`config.mk`:
```
export PLATFORM = sky130hd
export DESIGN_NAME = aoac_back_flat
export DESIGN_NICKNAME = d
export VERILOG_FILES = /design/src/design/aoac_pkg.sv /design/src/design/aoac_res_if.sv /design/src/design/aoac_back.sv /design/src/flat_wrapper.sv
export SDC_FILE = /design/constraint.sdc
export NUM_CORES = 2
export LEC_CHECK = 0
export ABC_AREA = 1
export ABC_CLOCK_PERIOD_IN_PS = 7800
export BUFFER_PORTS_ARGS = -buffer_cell sky130_fd_sc_hd__buf_2
export CORE_MARGIN = 5
export CORE_UTILIZATION = 38
export DETAILED_ROUTE_END_ITERATION = 12
export SYNTH_ARGS = -nofsm -noshare
export SYNTH_HDL_FRONTEND = slang
export SYNTH_SLANG_ARGS = --single-unit
```
`constraint.sdc`:
```
create_clock -name i_clk -period 7.8 [get_ports i_clk]
set_input_delay 1.17 -clock i_clk [delete_from_list [all_inputs] [get_ports i_clk]]
set_output_delay 1.17 -clock i_clk [all_outputs]
set_load 0.02 [all_outputs]
```
`src/design/aoac_pkg.sv`:
```
// shared types, constants and helper functions for the overlay compositor
`default_nettype none
package aoac_pkg;

    localparam int DEF_OVERLAY_DEPTH = 4096;
    localparam int DEF_MAX_DIMENSION = 4096;

    // signed width for placement math
    localparam int PW = 18;
    localparam int QUEUE_DEPTH = 4;
    localparam int ALPHA_FULL = 65025;

    localparam int CFG_IDX_W = 3;
    localparam int CFG_DATA_W = 13;

    localparam logic [CFG_IDX_W-1:0] CFG_BASE_WIDTH     = 3'd0;
    localparam logic [CFG_IDX_W-1:0] CFG_BASE_HEIGHT    = 3'd1;
    localparam logic [CFG_IDX_W-1:0] CFG_OVERLAY_WIDTH  = 3'd2;
    localparam logic [CFG_IDX_W-1:0] CFG_OVERLAY_HEIGHT = 3'd3;
    localparam logic [CFG_IDX_W-1:0] CFG_ANCHOR         = 3'd4;
    localparam logic [CFG_IDX_W-1:0] CFG_MARGIN         = 3'd5;
    localparam logic [CFG_IDX_W-1:0] CFG_OPACITY        = 3'd6;

    localparam logic [1:0] SEL_NEAR   = 2'd0;
    localparam logic [1:0] SEL_CENTER = 2'd1;
    localparam logic [1:0] SEL_FAR    = 2'd2;

    localparam logic CMD_LOAD      = 1'b0;
    localparam logic CMD_COMPOSITE = 1'b1;

    typedef struct packed {
        logic        cmd;
        logic [11:0] load_index;
        logic [7:0]  red;
        logic [7:0]  green;
        logic [7:0]  blue;
        logic [7:0]  alpha;
    } t_in_word;

    typedef struct packed {
        logic [7:0] out_red;
        logic [7:0] out_green;
        logic [7:0] out_blue;
        logic [7:0] out_alpha;
        logic       frame_end;
    } t_out_word;

    typedef struct packed {
        logic [12:0] base_width;
        logic [12:0] base_height;
        logic [6:0]  overlay_width;
        logic [6:0]  overlay_height;
        logic [3:0]  anchor_position;
        logic [11:0] edge_margin;
    } t_place_cfg;

    // one classified base pixel; words are r | g<<8 | b<<16 | a<<24
    typedef struct packed {
        logic [31:0] base;
        logic [31:0] ovl;
        logic        covered;
        logic        frame_end;
    } t_job;

    function automatic logic [1:0] anchor_col(input logic [3:0] a);
        logic [1:0] c;
        case (a)
            4'd0, 4'd3, 4'd6, 4'd9, 4'd12, 4'd15: c = SEL_NEAR;
            4'd1, 4'd4, 4'd7, 4'd10, 4'd13:       c = SEL_CENTER;
            default:                              c = SEL_FAR;
        endcase
        return c;
    endfunction

    function automatic logic [1:0] anchor_row(input logic [3:0] a);
        logic [1:0] r;
        if (a < 4'd3) begin
            r = SEL_NEAR;
        end else if (a < 4'd6) begin
            r = SEL_CENTER;
        end else begin
            r = SEL_FAR;
        end
        return r;
    endfunction

endpackage
`default_nettype wire

```
`src/design/aoac_res_if.sv`:
```
// output channel: valid/ready handshake carrying one composited pixel word
`default_nettype none
interface aoac_res_if;
    logic               valid;
    logic               ready;
    aoac_pkg::t_out_word data;
    modport source (output valid, output data, input ready);
    modport sink (input valid, input data, output ready);
endinterface
`default_nettype wire

```
`src/design/aoac_back.sv`:
```
// back end: blend sequencer with one shared restoring divider and output register
`default_nettype none
module aoac_back (
    input  wire logic           i_clk,
    input  wire logic           i_rst_n,
    input  wire logic [7:0]     i_opacity,
    input  wire logic           i_empty,
    input  wire aoac_pkg::t_job i_job,
    output      logic           o_pop,
    aoac_res_if.source          o_res
);
    localparam logic [2:0] ST_IDLE = 3'd0;
    localparam logic [2:0] ST_A    = 3'd1;
    localparam logic [2:0] ST_REST = 3'd2;
    localparam logic [2:0] ST_N    = 3'd3;
    localparam logic [2:0] ST_MUL  = 3'd4;
    localparam logic [2:0] ST_LOAD = 3'd5;
    localparam logic [2:0] ST_DIV  = 3'd6;
    localparam logic [2:0] ST_OUT  = 3'd7;
    localparam logic [1:0] CH_ALPHA = 2'd3;

    logic [2:0]  r_st;
    aoac_pkg::t_job r_job;
    logic [15:0] r_a;
    logic [23:0] r_rest, r_n, r_p0;
    logic [31:0] r_p1;
    logic [34:0] r_rem, r_den;
    logic [8:0]  r_q;
    logic [3:0]  r_cnt;
    logic [1:0]  r_ch;
    logic [7:0]  r_res [4];
    logic        r_ovalid;
    aoac_pkg::t_out_word r_odata;

    logic        out_free, ge;
    logic [8:0]  q_new;
    logic [7:0]  sc, dc;
    logic [33:0] m;
    logic [34:0] num, den;

    assign out_free = !r_ovalid || o_res.ready;
    assign o_pop = (r_st == ST_IDLE) && !i_empty;
    assign o_res.valid = r_ovalid;
    assign o_res.data = r_odata;

    always_comb begin
        ge = r_rem >= r_den;
        q_new = {r_q[7:0], ge};
        sc = r_job.ovl[8*r_ch +: 8];
        dc = r_job.base[8*r_ch +: 8];
        m = 34'({r_p0, 8'h00}) - 34'(r_p0) + 34'(r_p1);
        if (r_ch == CH_ALPHA) begin
            num = 35'({r_n, 1'b0}) + 35'(aoac_pkg::ALPHA_FULL);
            den = 35'(2 * aoac_pkg::ALPHA_FULL);
        end else begin
            num = 35'({m, 1'b0}) + 35'(r_n);
            den = 35'({r_n, 1'b0});
        end
    end

    always_ff @(posedge i_clk) begin
        if (!i_rst_n) begin
            r_st <= ST_IDLE;
            r_ovalid <= 1'b0;
        end else begin
            if ((r_st == ST_OUT) && out_free) begin
                r_ovalid <= 1'b1;
            end else if (o_res.ready) begin
                r_ovalid <= 1'b0;
            end
            case (r_st)
                ST_IDLE: begin
                    if (!i_empty) begin
                        r_st <= i_job.covered ? ST_A : ST_OUT;
                    end
                end
                ST_A:    r_st <= ST_REST;
                ST_REST: r_st <= (r_a == '0) ? ST_OUT : ST_N;
                ST_N:    r_st <= ST_MUL;
                ST_MUL:  r_st <= ST_LOAD;
                ST_LOAD: r_st <= ST_DIV;
                ST_DIV: begin
                    if (r_cnt == '0) begin
                        r_st <= (r_ch == CH_ALPHA) ? ST_OUT : ST_MUL;
                    end
                end
                ST_OUT: begin
                    if (out_free) begin
                        r_st <= ST_IDLE;
                    end
                end
                default: r_st <= ST_IDLE;
            endcase
        end

        case (r_st)
            ST_IDLE: begin
                r_job <= i_job;
                r_ch <= '0;
                for (int k = 0; k < 4; k++) begin
                    r_res[k] <= i_job.base[8*k +: 8];
                end
            end
            ST_A: r_a <= 16'(r_job.ovl[31:24]) * 16'(i_opacity);
            ST_REST: r_rest <= 24'(r_job.base[31:24]) * 24'(24'(aoac_pkg::ALPHA_FULL) - 24'(r_a));
            ST_N: r_n <= 24'({r_a, 8'h00}) - 24'(r_a) + r_rest;
            ST_MUL: begin
                r_p0 <= 24'(sc) * 24'(r_a);
                r_p1 <= 32'(dc) * 32'(r_rest);
            end
            ST_LOAD: begin
                r_rem <= num;
                r_den <= den << 8;
                r_q <= '0;
                r_cnt <= 4'd8;
            end
            ST_DIV: begin
                if (ge) begin
                    r_rem <= r_rem - r_den;
                end
                r_den <= r_den >> 1;
                r_q <= q_new;
                r_cnt <= 4'(r_cnt - 1'b1);
                if (r_cnt == '0) begin
                    r_res[r_ch] <= q_new[8] ? 8'hFF : q_new[7:0];
                    r_ch <= 2'(r_ch + 1'b1);
                end
            end
            ST_OUT: begin
                if (out_free) begin
                    r_odata <= '{out_red: r_res[0], out_green: r_res[1],
                                 out_blue: r_res[2], out_alpha: r_res[3],
                                 frame_end: r_job.frame_end};
                end
            end
            default: ;
        endcase
    end
endmodule
`default_nettype wire

```
`src/flat_wrapper.sv`:
```
// flat-port wrapper written by rule: the top's interface ports become plain ports
module aoac_back_flat 
  (i_clk, i_rst_n, i_opacity, i_empty, i_job, o_pop, o_res_valid, o_res_data, o_res_ready);
  aoac_res_if o_res_i ();
  input  wire logic i_clk;
  input  wire logic i_rst_n;
  input  wire logic [7:0] i_opacity;
  input  wire logic i_empty;
  input  wire aoac_pkg::t_job i_job;
  output      logic o_pop;
  output wire logic [$bits(o_res_i.valid)-1:0] o_res_valid;
  output wire logic [$bits(o_res_i.data)-1:0] o_res_data;
  input wire logic [$bits(o_res_i.ready)-1:0] o_res_ready;
  assign o_res_valid = o_res_i.valid;
  assign o_res_data = o_res_i.data;
  assign o_res_i.ready = o_res_ready;
  aoac_back u_core (.i_clk(i_clk), .i_rst_n(i_rst_n), .i_opacity(i_opacity), .i_empty(i_empty), .i_job(i_job), .o_pop(o_pop), .o_res(o_res_i));
endmodule
```
==> Word level (Yosys, flattened, before mapping) <==
Memory sizes are Yosys's and may differ from the RTL's. A register that Yosys moved wholly into a read port is not among the register bits.
Cells that the tools add are included.
{ "op_classes": {"muxes": 27, "magnitude_cmp": 1, "multipliers": 4, "add_sub_neg": 10, "reduce_logical": 16, "n_eq_ne": 12, "shift": 2} }
{ "ops": {"columns": ["operator", "n"], "rows": [
  ["one-hot mux 35 bit (2 select lines)", 2],
  ["2-to-1 mux 35 bit", 2],
  ["indexed part select 32 x 6 -> 8 bit", 2],
  ["adder 35 x 24 -> 35 bit", 1],
  [">= comparator 35 bit", 1],
  ["subtractor 35 bit", 1],
  ["adder 34 x 32 -> 34 bit", 1],
  ["subtractor 32 x 24 -> 33 bit", 1],
  ["multiplier 8 x 24 -> 32 bit", 1],
  ["adder 25 x 16 -> 26 bit, second input constant", 1],
  ["2-to-1 mux 25 bit", 1],
  ["adder 24 bit", 1],
  ["multiplier 8 x 16 -> 24 bit", 1],
  ["multiplier 8 x 24 -> 24 bit", 1],
  ["one-hot mux 3 bit (8 select lines)", 1],
  ["subtractor 24 x 16 -> 24 bit", 1],
  ["subtractor 16 x 16 -> 17 bit, first input constant", 1],
  ["zero test 16 bit", 1],
  ["multiplier 8 x 8 -> 16 bit", 1],
  ["2-to-1 mux 8 bit", 2],
  ["one-hot mux 8 bit (2 select lines)", 1],
  ["2-to-1 mux 3 bit", 5],
  ["== test 3 bit, second input constant", 4],
  ["2-to-1 mux 1 bit", 8],
  ["other kinds (19)", 30]
]} }
{ "totals": {"output_inout_bits": 35, "reg_bits": 274, "in_bits": 78, "n_memories": 1, "wordCells": 89, "mem_bits_rw": 32} }
{ "memory_table": {"columns": ["name", "depth", "word_bits", "rd", "rd_ports_with_merged_regs", "wr", "line", "rtl"], "rows": [
  ["u_core.r_res", 4, 8, 4, 4, 4, "aoac_back.sv:31", "logic [7:0] r_res [4];"]
]} }

==> Longest topological paths before layout <==
{ "depth": {"ltp_word": 6, "depth_mapped": 33, "depth_no_buf": 33} }

==> Least setup slack after synthesis <==
Ideal clock, no wire load.
{ "synth_timing": {"kind": "reg-to-reg", "start": "register u_core.r_a[2]", "end": "register u_core.r_rest[23], data pin", "setup_ns": 0.271, "stages_incl_launch_ff": 31, "path_buffers": 0, "required_time_ns": 7.529, "path_slack_ns": 2.313, "arrival_ns": 5.216, "synth_period_minus_slack_ns": 5.487, "cell_sequence": "edfxtp_1 -> inv_1 -> ha_1 -> nand3_1 -> nor2_1 -> inv_1 -> nor2_1 -> inv_1 -> nor2_2 -> inv_1 -> nor2_1 -> inv_2 -> nand3_1 -> nand2_1 -> inv_2 -> nand2_1 -> fa_1 -> inv_1 -> fa_1 -> fa_1 -> inv_1 -> fa_1 -> inv_1 -> ha_1 -> nand2_1 -> nor3_1 -> inv_1 -> nor2_1 -> inv_1 -> o311ai_0 -> xor2_1"} }
{ "synth_between": {"elab_chain_len": 2} }
{ "synth_rtl": {"columns": ["item", "line", "rtl"], "rows": [
  ["start, declared", "aoac_back.sv:24", "logic [15:0] r_a;"],
  ["start signal, assigned", "aoac_back.sv:104", "ST_A: r_a <= 16'(r_job.ovl[31:24]) * 16'(i_opacity);"],
  ["subtractor 16 x 16 -> 17 bit", "aoac_back.sv:105", "ST_REST: r_rest <= 24'(r_job.base[31:24]) * 24'(24'(aoac_pkg::ALPHA_FULL) - 24'(r_a));"],
  ["multiplier 8 x 24 -> 24 bit", "aoac_back.sv:105", null],
  ["end signal, assigned", "aoac_back.sv:105", null],
  ["end, declared", "aoac_back.sv:25", "logic [23:0] r_rest, r_n, r_p0;"]
]} }
No other way between the ends.
A chain may end at the register's enable or synchronous reset.

==> Final worst setup path <==
{ "layout_timing": {"start": "register u_core.r_a[1]", "end": "register u_core.r_rest[22], data pin"} }
The elaborated chain is that of the path after synthesis.

==> metrics.md <==
| Metric | Value |
|---|---|
| Outcome | `finished clean` |
| Slew Limit Fails | `0` |
| Die X | `324.4 um` |
| Number of flops mapped to enable cells by yosys | `332` |
| Antenna-violating nets left | `0` |
| First-pass GRT wire length | `approximately 170 mm` |
| Top cells by area, synth | `edfxtp_1 (27%), fa_1 (20%), nand2_1 (11%)` |
| Area Overhead vs Synth | `8.810%` |
| Post-synthesis sequential area ratio | `around 27%` |
| Antenna violations before repair | `1` |
| Vias | `between 30000 and 40000` |
| Register bit total from synthesis | `336` |
| Syn_area_per_cell | `8.163 um2` |
| Final weighted congestion in routability-driven placement | `roughly 0.93` |
| Post-route DRC | `0` |
| Root buf cell | `clkbuf_16` |
| Gr ovfl total | `0` |
| Mapped cell area | `approximately 0.038 mm2` |
| Share of cells above drive strength 1 | `6.718%` |
| # nets final | `between 5000 and 6000` |
| Crit-path max FO | `12` |
| Crit path largest cell delay | `around 0.66 ns` |
| Startpoint Class | `register` |
| FMAX | `140.4 MHz` |
| Die H | `roughly 320 um` |
| Worst slew margin | `23.16%` |
| Ports | `113` |
| Dpl hpwl | `~92 mm` |
| Port Buffers | `roughly 110` |
| Largest net degree at the start of global routing | `slightly below 70` |
| Resized cells post-CTS | `0` |
| Period utilisation layout | `between 90% and 100%` |
| Clk buf depth | `3` |
| Setup TNS | `0 ns` |
| Crit path DAT | `7.53 ns` |
| CTS tree | `yes` |
| Gr usage total | `20.87%` |
| Core area | `0.09828 mm2` |
| Critical path required time | `approximately 8.2 ns` |
| Die area | `0.1052 mm2` |
| Crit end category | `register` |
| Worst Tran Pin Value | `around 1.2 ns` |
| Worst Hold Class | `register to register` |
| Syn_nets | `between 5000 and 6000` |
| Post-synth top area cell | `edfxtp_1` |
| Clk_lat worst skew | `just over 0.6 ns` |
| Share of async-settable or async-resettable flops after synthesis | `0%` |
| Post-Synthesis Cells | `4600` |
| Clk slew on worst S/H paths | `0.07 ns` |
| Final hold violations | `0` |
| Wire length per cell | `18.46 um` |
| Ys Warns | `0` |
| Cts bufs inserted | `40` |
| Max-cap viol count | `0` |
| Fill cells | `between 10000 and 15000` |
| Skew final | `around 0.024 ns` |
| Min Tclk post-route | `roughly 7.1 ns` |
| WL final | `110.8 mm` |
| Total iterations of the first detailed-routing run | `8` |
| Number of clock sinks | `~340` |
| Vias in the first global route | `roughly 31000` |
| Final setup violation count | `0` |
| Post-synth top area share | `a little over a quarter` |
| Std-Cell Rows | `~120` |
| DR vias/cell | `between 5 and 6` |
| RSZ-0062 raised after global routing | `false` |
| Htree depth | `2` |
| Cell repeated most along the worst path | `inv_1` |
| Number of distinct library cells after synthesis | `60` |
| N_diodes | `0` |
| 1st-iter DRT viols | `between 2000 and 2500` |
| Slowest-stage cell, CP | `edfxtp_1` |
| Starting Density | `a little under two fifths` |
| Postcts setup bufs | `0` |
| Critical path class | `register to register` |
| Top FF cell, synth | `edfxtp_1` |
| Post-CTS Hold Buffers | `0` |
-- cells in the final DEF, fill, tap and decap left out, drive strengths merged, types with 2 or more instances in the layout --
cell / synthesis / final
nor2: 460 / 460
o21bai: 17 / 17
and2: 4 / 4
xnor2: 58 / 58
o311ai: 2 / 2
o211ai: 19 / 19
nand4: 31 / 31
clkinv: 8 / 26
nand3: 152 / 152
a221oi: 6 / 6
a21boi: 9 / 9
fa: 369 / 369
a211oi: 4 / 4
o21a: 7 / 7
dfxtp: 4 / 4
clkbuf: 54 / 41
o2111ai: 2 / 2
o31ai: 3 / 3
nand2: 1157 / 1157
or2: 12 / 12
bufinv: 0 / 2
a21o: 24 / 24
a31oi: 20 / 20
o21ai: 150 / 150
edfxtp: 332 / 332
a21oi: 240 / 240
inv: 895 / 899
o221ai: 7 / 7
nor4: 10 / 10
nand3b: 6 / 6
o22ai: 15 / 15
nor3: 31 / 31
buf: 33 / 133
a22oi: 6 / 6
a41oi: 2 / 2
xor2: 131 / 131
clkinvlp: 0 / 8
ha: 315 / 315
-- state kept, by name (all words and copies together) (netlist names) --
signal and count:
o_res_data 32, u_core.o_res.data 1, u_core.o_res.valid 1, u_core.r_a 16, u_core.r_ch 2, u_core.r_cnt 4, u_core.r_den 33, u_core.r_job 65
u_core.r_n 24, u_core.r_p0 24, u_core.r_p1 32, u_core.r_q 8, u_core.r_rem 35, u_core.r_res 32, u_core.r_rest 24, u_core.r_st 3
-- per-stage QoR --
stage               util (%)  setup WS [ns]  std cells  hold slack [ns]  cell area, um2
global placement       40.25         0.7981       5933           0.4011           39550
floorplan                  -          2.313       4600           0.4003           37550
CTS                    41.57         0.7967       6006           0.4156           40860
detailed placement     40.25         0.8300       5933           0.4045           39550
finish                 41.57         0.6763       6006           0.4183           40860
global route           41.57         0.3509       6006           0.4208           40860
-- critical path: cells and delay by family (launching register included) --
family          cells  cell delay (ns)
fa+ha+maj           6             2.82
simple gates       12             1.82
buf+inv             8             1.06
flops               1             0.66
compound gates      1             0.33
xor+xnor            1             0.24
-- layout make-up --
type	count	area, um2	area share, %
multi-input cells	3274	23790	58.22
flip-flops and latches	336	10050	24.60
inverters	903	3390	8.296
well taps	1287	1610	3.941
clock buffers	41	1005	2.459
repair buffers	133	718.2	1.758
clock inverters	32	299.0	0.7319
-- cell families after synthesis --
family          count (synthesis)  share of synthesized area, %
buf+inv                       990                         10.00
simple gates                 1864                         20.49
fa+ha+maj                     684                         30.17
flops                         336                         26.76
xor+xnor                      189                         4.408
compound gates                537                         8.170
-- layer usage --
| metal | vias up | GRT usage (%) | routed length [um] |
|---|---|---|---|
| met5 | - | 0 | 13 |
| met4 | 2 | 8.457 | 5059 |
| met3 | 211 | 2.799 | 5742 |
| met2 | 820 | 35.60 | 53160 |
| met1 | 14730 | 26.92 | 46860 |
| li1 | 14680 | - | - |
-- worst paths after layout --
kind	cells past startpoint	slack, ns	end	startpoint
max reg2reg	28	0.68	u_core.r_rest[22]	u_core.r_a[1]
min	0	0.42	o_res_data[27]	u_core.r_res[0][2]
min reg2reg	0	0.42	o_res_data[27]	u_core.r_res[0][2]
max	28	0.68	u_core.r_rest[22]	u_core.r_a[1]
-- synthesized netlist by cell type, types with 17 or more instances --
master	count
o21bai_1	17
nand2_1	1115
xor2_1	131
nor2_1	434
fa_1	369
clkbuf_1	53
a31oi_1	20
nor3_1	27
nand4_1	30
xnor2_1	58
a21oi_1	239
edfxtp_1	332
o211ai_1	19
nand3_1	147
o21ai_0	130
buf_2	24
a21o_1	24
nand2_2	39
ha_1	315
inv_1	879
nor2_2	18
Power is not shown: default switching activity piles up to over one toggle a cycle in this logic, so the estimate is an artifact.
