**src/design/aoac_pkg.sv**
```systemverilog
// shared types, constants and helper functions for the overlay compositor
`default_nettype none
package aoac_pkg;

    localparam int DEF_OVERLAY_DEPTH = 4096;
    localparam int DEF_MAX_DIMENSION = 4096;

    // signed width for placement math
    localparam int PW = 18;
    localparam int QUEUE_DEPTH = 4;
    localparam int ALPHA_FULL = 65025;

    localparam int CFG_IDX_W = 3;
    localparam int CFG_DATA_W = 13;

    localparam logic [CFG_IDX_W-1:0] CFG_BASE_WIDTH     = 3'd0;
    localparam logic [CFG_IDX_W-1:0] CFG_BASE_HEIGHT    = 3'd1;
    localparam logic [CFG_IDX_W-1:0] CFG_OVERLAY_WIDTH  = 3'd2;
    localparam logic [CFG_IDX_W-1:0] CFG_OVERLAY_HEIGHT = 3'd3;
    localparam logic [CFG_IDX_W-1:0] CFG_ANCHOR         = 3'd4;
    localparam logic [CFG_IDX_W-1:0] CFG_MARGIN         = 3'd5;
    localparam logic [CFG_IDX_W-1:0] CFG_OPACITY        = 3'd6;

    localparam logic [1:0] SEL_NEAR   = 2'd0;
    localparam logic [1:0] SEL_CENTER = 2'd1;
    localparam logic [1:0] SEL_FAR    = 2'd2;

    localparam logic CMD_LOAD      = 1'b0;
    localparam logic CMD_COMPOSITE = 1'b1;

    typedef struct packed {
        logic        cmd;
        logic [11:0] load_index;
        logic [7:0]  red;
        logic [7:0]  green;
        logic [7:0]  blue;
        logic [7:0]  alpha;
    } t_in_word;

    typedef struct packed {
        logic [7:0] out_red;
        logic [7:0] out_green;
        logic [7:0] out_blue;
        logic [7:0] out_alpha;
        logic       frame_end;
    } t_out_word;

    typedef struct packed {
        logic [12:0] base_width;
        logic [12:0] base_height;
        logic [6:0]  overlay_width;
        logic [6:0]  overlay_height;
        logic [3:0]  anchor_position;
        logic [11:0] edge_margin;
    } t_place_cfg;

    // one classified base pixel; words are r | g<<8 | b<<16 | a<<24
    typedef struct packed {
        logic [31:0] base;
        logic [31:0] ovl;
        logic        covered;
        logic        frame_end;
    } t_job;

    function automatic logic [1:0] anchor_col(input logic [3:0] a);
        logic [1:0] c;
        case (a)
            4'd0, 4'd3, 4'd6, 4'd9, 4'd12, 4'd15: c = SEL_NEAR;
            4'd1, 4'd4, 4'd7, 4'd10, 4'd13:       c = SEL_CENTER;
            default:                              c = SEL_FAR;
        endcase
        return c;
    endfunction

    function automatic logic [1:0] anchor_row(input logic [3:0] a);
        logic [1:0] r;
        if (a < 4'd3) begin
            r = SEL_NEAR;
        end else if (a < 4'd6) begin
            r = SEL_CENTER;
        end else begin
            r = SEL_FAR;
        end
        return r;
    endfunction

endpackage
`default_nettype wire

```
**src/design/aoac_fifo.sv**
```systemverilog
// short job queue between front and back ends
`default_nettype none
module aoac_fifo (
    input  wire logic           i_clk,
    input  wire logic           i_rst_n,
    input  wire logic           i_push,
    input  wire aoac_pkg::t_job i_job,
    output      logic           o_full,
    input  wire logic           i_pop,
    output      logic           o_empty,
    output      aoac_pkg::t_job o_job
);
    localparam int D = aoac_pkg::QUEUE_DEPTH;
    localparam int PTW = $clog2(D);

    aoac_pkg::t_job r_mem [D];
    logic [PTW-1:0] r_wp, r_rp;
    logic [PTW:0]   r_cnt;

    assign o_full = r_cnt == (PTW+1)'(D);
    assign o_empty = r_cnt == '0;
    assign o_job = r_mem[r_rp];

    always_ff @(posedge i_clk) begin
        if (!i_rst_n) begin
            r_wp <= '0;
            r_rp <= '0;
            r_cnt <= '0;
        end else begin
            if (i_push) begin
                r_wp <= PTW'(r_wp + 1'b1);
            end
            if (i_pop) begin
                r_rp <= PTW'(r_rp + 1'b1);
            end
            r_cnt <= (PTW+1)'(r_cnt + i_push - i_pop);
        end
        if (i_push) begin
            r_mem[r_wp] <= i_job;
        end
    end
endmodule
`default_nettype wire

```
**config.mk**
```make
export PLATFORM = sky130hd
export DESIGN_NAME = aoac_fifo
export DESIGN_NICKNAME = d
export VERILOG_FILES = /design/src/design/aoac_pkg.sv /design/src/design/aoac_fifo.sv
export SDC_FILE = /design/constraint.sdc
export NUM_CORES = 1
export LEC_CHECK = 0
export BUFFER_PORTS_ARGS = -buffer_cell sky130_fd_sc_hd__buf_2
export CORE_MARGIN = 5
export CORE_UTILIZATION = 41
export DETAILED_ROUTE_END_ITERATION = 16
export GPL_TIMING_DRIVEN = 0
export PLACE_DENSITY_LB_ADDON = 0.15
export SLEW_MARGIN = 25
export SYNTH_ARGS = -nofsm -noshare
export SYNTH_HDL_FRONTEND = slang
export SYNTH_SLANG_ARGS = --single-unit
export TNS_END_PERCENT = 50
```
**constraint.sdc**
```tcl
create_clock -name i_clk -period 3.4 [get_ports i_clk]
set_input_delay 0.51 -clock i_clk [delete_from_list [all_inputs] [get_ports i_clk]]
set_output_delay 0.51 -clock i_clk [all_outputs]
set_load 0.005 [all_outputs]
```
# Word level (Yosys, flattened, before mapping)
# Memories as Yosys holds them, arrays and structs flattened. A register that Yosys moved wholly into a read port is not among the register bits.
# Cells that the tools add are included.
dict set report op_classes {
  n_addsub 4
  n_eq_ne 1
  n_mux 4
  n_reduce_logical 1
}
# cell count
set ops {}
lappend ops {{$add 2x1->2 const B} 2}
lappend ops {{$mux 2} 2}
lappend ops {{$add 3x1->3} 1}
lappend ops {{$eq 3x3->1 const B} 1}
lappend ops {{$logic_not 3->1} 1}
lappend ops {{$sub 3x1->3} 1}
lappend ops {{$mux 1} 2}
dict set report word_totals {
  register_bits 7
  ramBits 264
  output_inout_bits 68
  word_cells 14
  memories 1
}
# memory words width rd rd_clocked_by_memory_dff write_ports line_no
set memory_table {}
lappend memory_table {r_mem 4 66 1 1 1 aoac_fifo.sv:16} ;# aoac_pkg::t_job r_mem [D];

# Longest topological paths before layout
# Gate-level depths: netlist of run 1.
dict set report depth {
  ltp_word 3
  depth_mapped 7
  mapped_depth_nobuf 7
}

# Least setup slack after synthesis of run 1
# No wires, ideal clock.
dict set report synth_timing {
  kind {reg-to-reg}
  startpoint {register r_wp[0]}
  endpoint {memory r_mem[0][0] in the netlist's numbering (enable)}
  setup_ns 0.431
  arrival_time_ns 2.093
  required_time_ns 2.969
  path_slack_ns 0.877
  path_stages_with_launch 4
  path_buffers 0
  synth_period_minus_slack_ns 2.523
  cell_sequence {dfxtp_1 > inv_1 > ha_1 > and2_1}
}
# element line_no
set synth_rtl {}
lappend synth_rtl {{from (decl)} aoac_fifo.sv:17} ;# logic [PTW-1:0] r_wp, r_rp;
lappend synth_rtl {{from (signal assigned)} aoac_fifo.sv:31} ;# r_wp <= PTW'(r_wp + 1'b1);
lappend synth_rtl {{to (decl)} aoac_fifo.sv:16}
# No word-level cell before the write port.

==> impl_metrics.py, run 1 <==
metrics = {
    "run_status": {
        "status": "finished, final reports clean",
    },
    "critical_path": {
        "path_max_fanout": 10,
        "critical_path_class": "flip-flop to primary output",
        "endpoint_kind": "primary output",
        "crit_required_ns": 2.89,
        "cp-start-kind": "flip-flop",
        "cp.arrival_ns": 2.12,
    },
    "synthesis": {
        "ys_seq_elements": 273,
        "synthCells": 387,
        "synth.area.top_cells": "edfxtp_1, mux4_2, dfxtp_1",
        "syn_area_sq_um": 9961,
        "synth-compound-area-share": 0.001507,
        "ys.flop_type": "edfxtp_1",
        "synth_edf_count": 264,
        "async_reset_ff_frac": 0,
        "seq_area_frac_synth": 0.8140,
        "synth_top_family_by_area": "multiplexers",
        "synthAdderAreaFrac": 0.009547,
        "syn_nets": 464,
        "yosysTopAreaCell": "edfxtp_1",
        "yosys.area_share.simple": 0.007537,
        "yosysWarnings": 0,
        "syn_area_per_cell_sq_um": 25.74,
        "synth_top_area_share": 0.7959,
        "synthDistinctLibCells": 20,
        "synth_xor_area_frac": 0.004145,
        "synthMuxAreaShare": 0.1502,
    },
    "floorplanning": {
        "core_area_sq_um": 24110,
        "initial_core_util": 0.4132,
        "io_pins": 138,
        "die_h_microns": 165.9,
        "die_w_microns": 165.9,
        "dieArea_sq_um": 27510,
        "rows": 57,
    },
    "pwr": {
        "vdd_drop_max_uv": 388.4,
        "leakagePower_uw": 0.004061,
        "power.density_nw_per_um2": 612.2,
    },
    "route": {
        "final_antenna_net_count": 0,
        "wl_microns": 18240,
        "drc": 0,
        "firstDrtPassIters": 4,
        "vias": 4462,
        "drt_iter0_markers": 220,
        "wl_per_cell_microns": 20.17,
        "viasPerCell": 4.936,
    },
    "clock_network": {
        "cts_buffers": 28,
        "root_buffer": "clkbuf_16",
        "post_cts_buffers": 0,
        "cts_resized": 0,
        "path_clk_slew_ns": 0.06,
        "ctsHoldBuffers": 0,
        "cts_sinks": 273,
        "htreeDepth": 1,
        "tritoncts": "built",
        "insertion_delay_ns": 0.53,
        "clockBufferDepth": 3,
    },
    "placement": {
        "io_buffers": 137,
        "hpwl_microns": 11390,
        "place.gp.congestion": 0.6720,
        "place_area_sq_um": 11150,
    },
    "global_routing": {
        "grt_max_degree": 41,
        "track_usage": 0.1311,
        "antenna_found_initial": 2,
        "overflow": 0,
        "first_global_vias": 5056,
        "grt_pass1_wl_microns": 28410,
    },
    "timing": {
        "fin_skew_ns": 0.01172,
        "rsz0062_at_grt": "false",
        "finalSetupViolCount": 0,
        "hold_viol_final": 0,
        "finalCritPeriodShare": 0.7737,
        "fmax_ghz": 0.3802,
        "fin_crit_ns": 2.630,
        "drv_slew": 0,
        "slew_headroom": 0.5371,
        "worst_slew_pin_slew_ns": 0.6944,
    },
    "layout": {
        "multi_input_area_sq_um": 1733,
        "drive_gt1_frac": 0.4483,
        "area_delta_synth_final_pct": 20.30,
        "final_area_sq_um": 11980,
        "n_antenna_cell": 0,
        "ff_latch_area_sq_um": 8108,
        "utilization": 0.4971,
        "num-nets-final": 635,
        "fill_cells": 2022,
    },
    "min_path": {
        "hold_path_class": "primary input to flip-flop",
    },
    "flow_run": {
        "maxCapViolCount": 0,
    },
}
layout by cell type (no fill, tap or decap):
cell type  count
a21oi_1        1
fa_1           1
edfxtp_1     264
a21bo_2        1
nor3_1         1
inv_1          7
and2_4         4
buf_16         1
ha_1           6
clkinv_2       5
and2_1         2
buf_12         3
dfxtp_1        9
nor2_1         5
clkbuf_8       1
buf_2        142
clkbuf_16     29
clkinv_4       1
clkbuf_1      12
xor3_1         1
clkinv_1       6
buf_6          5
xnor2_1        2
buf_4          2
mux2i_1        1
nand3b_1       1
and3_1         1
mux4_2        66
cells by family after synthesis:
family          count (synthesis)
compound gates                  2
xor+xnor                        3
fa+ha+maj                       7
buf+inv                        21
flops                         273
mux                            67
simple gates                   14
stage by stage:
step                TNS [ns]  power [uW]  worst slack (ns)  hold WS [ns]  std cells
floorplan                  0        4364            0.8765        0.4993        387
global placement     -155.72        4661           -0.6071        0.5157        848
detailed placement         0        4693             1.278        0.5465        852
CTS                        0        7465            0.7030        0.1641        904
global route               0        7647            0.6364        0.1720        904
finish                     0        7335            0.7695        0.1903        904
power by group:
part / switching, uW / internal [uW] / leakage [uW]
Sequential: 41.4 / 3870 / 0.00250
Clock: 1160 / 1580 / 0.000409
Combinational: 335 / 349 / 0.00115
Total: 1540 / 5800 / 0.00406
worst max-delay path, cell delays in order (launching register included):
cell	delay [ns]
dfxtp_1	0.40
buf_2	0.31
buf_2	0.36
mux4_2	0.38
buf_2	0.15
cell usage after synthesis, types with 2 or more instances:
library cell	n
xnor2_1	2
dfxtp_1	9
buf_6	5
inv_1	7
mux4_2	66
buf_2	5
nor2_1	5
clkbuf_1	2
ha_1	6
and2_1	6
edfxtp_1	264
buf_4	2
registers in the layout, summed over array words and instances (netlist names), named ones only:
register  cells
r_rp          2
r_mem       264
r_wp          2
r_cnt         3
final timing paths:
path	startpoint	end	slack [ns]	depth (start not counted)
max reg2reg	r_cnt[0]	r_cnt[2]	1.59	7
min reg2reg	r_rp[0]	r_rp[1]	0.56	2
min	i_job[20]	r_mem[3][20]	0.19	1
max	flip-flop	o_job[24]	0.77	4
per-layer routing:
layer / share of wire / track usage / vias up
met5: 0.0014 / 0 / -
met4: 0.020 / 0.03730 / 4
met3: 0.056 / 0.03047 / 38
met2: 0.52 / 0.2287 / 124
met1: 0.41 / 0.1654 / 2297
li1: - / - / 1999
layout make-up:
class,count,area share
sequential,273,0.6766
multi-input combinational,93,0.1446
clock buffer,40,0.06484
timing repair buffer,141,0.06453
tap,324,0.03383
buffer,14,0.008667
clock inverter,12,0.004699
inverter,7,0.002193
No activity file was read; power rests on OpenSTA's default activity.
==> run 2: changes to the inputs <==
==> constraint.sdc (replaced) <==
create_clock -name i_clk -period 2.4 [get_ports i_clk]
set_input_delay 0.36 -clock i_clk [delete_from_list [all_inputs] [get_ports i_clk]]
set_output_delay 0.36 -clock i_clk [all_outputs]
set_load 0.005 [all_outputs]
==> run 2 against run 1 <==
  * Sequential share of layout area shrank 0.54 points
  * Critical path depth shrank 1
  * Via count shrank 0.61%
  * Cell count is the same
==> impl_metrics.py, run 2 (synthesized netlist as in run 1, its figures left out) <==
metrics = {
    "run_status": {
        "status": "finished, final reports clean",
    },
    "critical_path": {
        "path_buf_inv": 2,
        "critical_path_class": "flip-flop to primary output",
        "cp_cell_sequence": "clkbuf_1, mux4_2, buf_2",
        "endpoint_kind": "primary output",
        "cp-start-kind": "flip-flop",
        "path_max_fanout": 10,
        "cp.arrival_ns": 1.96,
        "critical-path-top-delay-family": "buffers and inverters",
        "slowest_stage": "clkbuf_1",
        "crit_required_ns": 2.04,
        "max_stage_delay_ns": 0.52,
    },
    "route": {
        "viasPerCell": 4.906,
        "drc": 0,
        "final_antenna_net_count": 0,
        "vias": 4435,
        "wl_microns": 18010,
        "drt_iter0_markers": 163,
        "wl_per_cell_microns": 19.92,
        "firstDrtPassIters": 4,
    },
    "global_routing": {
        "first_global_vias": 4913,
        "grt_pass1_wl_microns": 27860,
        "grt_max_degree": 35,
        "track_usage": 0.1292,
        "antenna_found_initial": 1,
        "overflow": 0,
    },
    "layout": {
        "area_delta_synth_final_pct": 21.29,
        "top_regs": "r_mem (264), r_cnt (3)",
        "layout_common_cells": "edfxtp_1, buf_2, mux4_2",
        "drive_gt1_frac": 0.4586,
        "final_area_sq_um": 12080,
        "layout.cells.non_filler": 904,
        "utilization": 0.5012,
        "final_common_cell": "edfxtp_1",
        "num-nets-final": 636,
        "n_antenna_cell": 0,
        "largest_reg_flops": 264,
        "top_register": "r_mem",
    },
    "timing": {
        "drv_slew": 0,
        "finalSetupViolCount": 0,
        "finalCritPeriodShare": 0.9662,
        "rsz0062_at_grt": "true",
        "fin_skew_ns": 0.01134,
        "worst_slew_pin_slew_ns": 0.6572,
        "hold_viol_final": 0,
        "fmax_ghz": 0.4312,
        "fin_crit_ns": 2.319,
        "slew_headroom": 0.5619,
    },
    "clock_network": {
        "path_clk_slew_ns": 0.06,
        "ctsHoldBuffers": 0,
        "post_cts_buffers": 0,
        "clockBufferDepth": 3,
        "htreeDepth": 1,
        "cts_sinks": 273,
        "tritoncts": "built",
        "insertion_delay_ns": 0.52,
        "cts_buffers": 29,
        "root_buffer": "clkbuf_16",
    },
    "floorplanning": {
        "rows": 57,
        "initial_core_util": 0.4132,
        "die_w_microns": 165.9,
        "dieArea_sq_um": 27510,
        "io_pins": 138,
        "core_area_sq_um": 24110,
        "die_h_microns": 165.9,
    },
    "placement": {
        "io_buffers": 137,
        "hpwl_microns": 10730,
        "place_area_sq_um": 11160,
        "place_inst": 852,
        "place.gp.congestion": 0.7546,
    },
    "flow_run": {
        "maxCapViolCount": 0,
    },
    "pwr": {
        "vdd_drop_max_uv": 690.7,
        "power.density_nw_per_um2": 879.1,
        "leakagePower_uw": 0.004097,
        "p_total_uw": 10620,
    },
    "min_path": {
        "hold_path_class": "primary input to flip-flop",
    },
}
-- run 2: changes by cell type in the layout (fill, tap and decap cells not counted), sizes merged --
cell,change
clkinv,+3
bufinv,+2
clkbuf,-7
clkinvlp,+2
-- run 2: routing by layer --
metal  global-route usage  share of wire
met1               0.1706           0.43
met2               0.2134           0.49
met3              0.03618          0.061
met4              0.03515          0.024
met5                    0        0.00072
-- run 2: final timing paths --
| kind | start | end | slack (ns) | cells after the start |
|---|---|---|---|---|
| max | flip-flop | o_job[6] | 0.08 | 3 |
| max reg2reg | r_cnt[0] | r_cnt[2] | 0.61 | 7 |
| min | i_job[15] | r_mem[1][15] | 0.05 | 1 |
| min reg2reg | r_rp[1] | r_rp[1] | 0.56 | 2 |
-- run 2: worst reg2reg max path, delay by kind of cell, from the launching register on --
| family | cells | cell delay [ns] |
|---|---|---|
| simple gates | 1 | 0.04 |
| flops | 1 | 0.33 |
| xor+xnor | 1 | 0.38 |
| fa+ha+maj | 3 | 0.83 |
| buf+inv | 2 | 0.11 |
-- run 2: repair_timing --
item | CTS | global route
resized for setup | 7 | 6
setup endpoints to repair | 29 | 59
cloned | 0 | 0
-- run 2: cell type report --
class | instances | area [sq um]
well taps | 324 | 405.4
multi-input cells | 93 | 1733
plain buffers | 14 | 138.9
clock buffers | 33 | 740.7
clock inverters | 19 | 147.6
repair buffers | 141 | 780.7
inverters | 7 | 26.28
flip-flops and latches | 273 | 8109
fillers | 2016 | 12020
-- run 2: through the flow --
stage | setup WS, ns | hold slack, ns | TNS (ns)
CTS | -0.01125 | 0.01433 | -0.04890
detailed placement | 0.4647 | 0.5447 | 0
finish | 0.08107 | 0.04694 | 0
global placement | -1.500 | 0.5173 | -215.28
floorplan | -0.1046 | 0.4589 | -13.80
global route | -0.03367 | 0.01910 | -0.2124
-- run 2: report_power, final --
| part | internal, uW | switching, uW |
|---|---|---|
| Sequential | 5480 | 57.1 |
| Combinational | 507 | 481 |
| Clock | 2410 | 1680 |
| Total | 8400 | 2220 |
==> run 3: changes to the inputs <==
--- a/config.mk
+++ b/config.mk
@@ -5,7 +5,9 @@
 export SDC_FILE = /design/constraint.sdc
 export NUM_CORES = 1
 export LEC_CHECK = 0
+export ABC_AREA = 1
 export BUFFER_PORTS_ARGS = -buffer_cell sky130_fd_sc_hd__buf_2
+export CORE_ASPECT_RATIO = 1.2
 export CORE_MARGIN = 5
 export CORE_UTILIZATION = 41
 export DETAILED_ROUTE_END_ITERATION = 16
==> run 3 against run 2 <==
  * Highest routed layer unchanged
  * Utilization fell by 1.3 points
  * Via count rose by 46%
  * Clock power fell by 8.3%
==> impl_metrics.py, run 3 <==
metrics = {
    "critical_path": {
        "path_common_cell": "buf_2",
        "endpoint_kind": "primary output",
        "cp.arrival_ns": 1.82,
        "timing.rr.end": "r_mem[2][30]",
        "path_max_fanout": 10,
        "path_buf_inv": 3,
        "critical-path-top-delay-family": "buffers and inverters",
        "slowest_stage": "dfxtp_1",
        "max_stage_delay_ns": 0.34,
        "critical_path_class": "flip-flop to primary output",
        "cp-start-kind": "flip-flop",
        "r2r_start": "r_wp[0]",
        "r2r.worst_path.cells": 5,
        "regToRegSetupSlack_ns": 0.66,
        "crit_required_ns": 2.04,
        "cp_cell_sequence": "buf_2, buf_2, o211ai_1, nand2_1, buf_2",
    },
    "synthesis": {
        "yosysWarnings": 0,
        "syn_nets": 903,
        "ys_seq_elements": 273,
        "synth_top_area_share": 0.7334,
        "synthCells": 826,
        "yosysTopAreaCell": "edfxtp_1",
        "seq_area_frac_synth": 0.7501,
        "synth_edf_count": 264,
        "synthDistinctLibCells": 16,
        "syn_area_sq_um": 10810,
        "ys.flop_type": "edfxtp_1",
        "synth.area.top_cells": "edfxtp_1, inv_1, nand2_1",
        "async_reset_ff_frac": 0,
        "synth_common_cells": "edfxtp_1, inv_1, nand2_1, a21oi_1, o211ai_1",
        "syn_area_per_cell_sq_um": 13.09,
        "yosysMostFrequentCell": "edfxtp_1",
    },
    "pwr": {
        "seqPwrFrac": 0.535,
        "clockPowerShare": 0.366,
        "leakagePower_uw": 0.005088,
        "vdd_drop_max_uv": 465.0,
        "p_sw_frac": 0.2231,
        "net-switching-power_uw": 2294,
        "p_total_uw": 10280,
        "p_int_uw": 7986,
        "power.density_nw_per_um2": 803.3,
        "pwr-share-comb": 0.099,
    },
    "min_path": {
        "hold_start": "i_job[60]",
        "hold_path_class": "primary input to flip-flop",
        "min_path_cells": 1,
        "holdPathEnd": "r_mem[0][60]",
    },
    "global_routing": {
        "track_usage": 0.1573,
        "antenna_found_initial": 2,
        "grt_pass1_wl_microns": 36020,
        "first_global_vias": 6481,
        "overflow": 0,
        "grt_max_degree": 44,
    },
    "layout": {
        "largest_reg_flops": 264,
        "top_regs": "r_mem (264), r_cnt (3)",
        "num-nets-final": 1073,
        "final_common_cell": "edfxtp_1",
        "top_register": "r_mem",
        "n_antenna_cell": 0,
        "fill_cells": 2374,
        "utilization": 0.4887,
        "area_delta_synth_final_pct": 18.39,
        "drive_gt1_frac": 0.2177,
        "layout.cells.non_filler": 1350,
        "layout_common_cells": "edfxtp_1, buf_2, inv_1",
    },
    "route": {
        "firstDrtPassIters": 5,
        "wl_microns": 23240,
        "drc": 0,
        "drt_iter0_markers": 327,
        "wl_per_cell_microns": 17.21,
        "final_antenna_net_count": 0,
        "viasPerCell": 4.803,
        "vias": 6484,
    },
    "clock_network": {
        "clockBufferDepth": 3,
        "ctsHoldBuffers": 0,
        "cts_resized": 0,
        "insertion_delay_ns": 0.51,
        "root_buffer": "clkbuf_16",
        "cts_buffers": 27,
        "cts_sinks": 273,
        "post_cts_buffers": 0,
        "tritoncts": "built",
        "htreeDepth": 1,
        "path_clk_slew_ns": 0.06,
    },
    "placement": {
        "place.gp.congestion": 0.7387,
        "io_buffers": 137,
        "hpwl_microns": 14130,
        "dp_slack_ns": 0.6244,
        "place_inst": 1302,
    },
    "timing": {
        "rsz0062_at_grt": "false",
        "fin_crit_ns": 2.177,
        "drv_slew": 0,
        "finalCritPeriodShare": 0.9071,
        "fin_skew_ns": 0.008304,
        "tns_ns": 0,
        "hold_viol_final": 0,
        "slew_headroom": 0.6488,
        "fin_ws_ns": 0.2229,
        "worst_slew_pin_slew_ns": 0.5268,
        "finalSetupViolCount": 0,
        "fmax_ghz": 0.4593,
    },
    "floorplanning": {
        "core_area_sq_um": 26190,
        "dieArea_sq_um": 29720,
        "rows": 65,
        "initial_core_util": 0.4128,
        "die_h_microns": 187.9,
        "die_w_microns": 158.2,
        "io_pins": 138,
    },
    "run_status": {
        "status": "finished, final reports clean",
    },
    "flow_run": {
        "maxCapViolCount": 0,
    },
}
==> run 3: cell types whose count changed in the layout (fill, tap and decap cells not counted), moves of 11 or more <==
cell,delta
a21oi_1,+71
buf_2,+30
buf_6,+11
inv_1,+137
mux4_2,-66
nand2_1,+142
o211ai_1,+66
o21ai_0,+37
o21ai_1,+33
==> run 3: per-layer routing <==
metal  vias to the layer above  wire [microns]  part of all wire  track usage
met5                         -              19           0.00082            0
met4                         4             317             0.014      0.02888
met3                        29            1303             0.056      0.03278
met2                       129           11920              0.51       0.2767
met1                      3119            9678              0.42       0.2020
li1                       3203               -                 -            -
==> run 3: power groups by stage <==
stage / combinational [uW] / clock [uW] / sequential (uW)
after floorplan: 538 / 0 / 5600
after global placement: 1030 / 0 / 5610
after detailed placement: 1060 / 0 / 5600
after CTS: 1060 / 3880 / 5500
after global routing: 1160 / 4090 / 5510
final: 1020 / 3760 / 5500
==> run 3: how the worst max path moves through the flow <==
stage / depth (start not counted) / endpoint / startpoint
finish: 5 / o_job[45] / flip-flop
global route: 5 / o_job[45] / flip-flop
CTS: 5 / o_job[20] / flip-flop
detailed placement: 5 / r_mem[0][21] / r_wp[0]
global placement: 4 / r_mem[2][31] / r_wp[0]
floorplan: 4 / r_mem[2][0] / r_wp[0]
==> run 3: cell families after synthesis <==
kind of cell,Yosys count,share of synthesized area
buffers and inverters,192,0.07860
DFF,273,0.7501
AOI/OAI and AO/OA,208,0.1116
adders and majority gates,7,0.008797
and+or+nand+nor,146,0.05093
==> run 3: stage by stage <==
step,cell area [sq um],hold WS [ns]
2_1_floorplan,10810,0.4356
3_3_place_gp,11910,0.4525
3_5_place_dp,12010,0.4501
4_1_cts,12800,0.02700
5_1_grt,12800,0.03290
6_report,12800,0.05861
==> run 3: layout make-up <==
type                       instances  area [sq um]  area share
inverter                         148         565.5     0.04419
buffer                            44         294.0     0.02298
sequential                       273          8108      0.6336
clock inverter                    12         76.32    0.005964
clock buffer                      36         709.4     0.05544
tap                              335         419.2     0.03275
timing repair buffer             141         773.2     0.06042
multi-input combinational        361          1852      0.1447
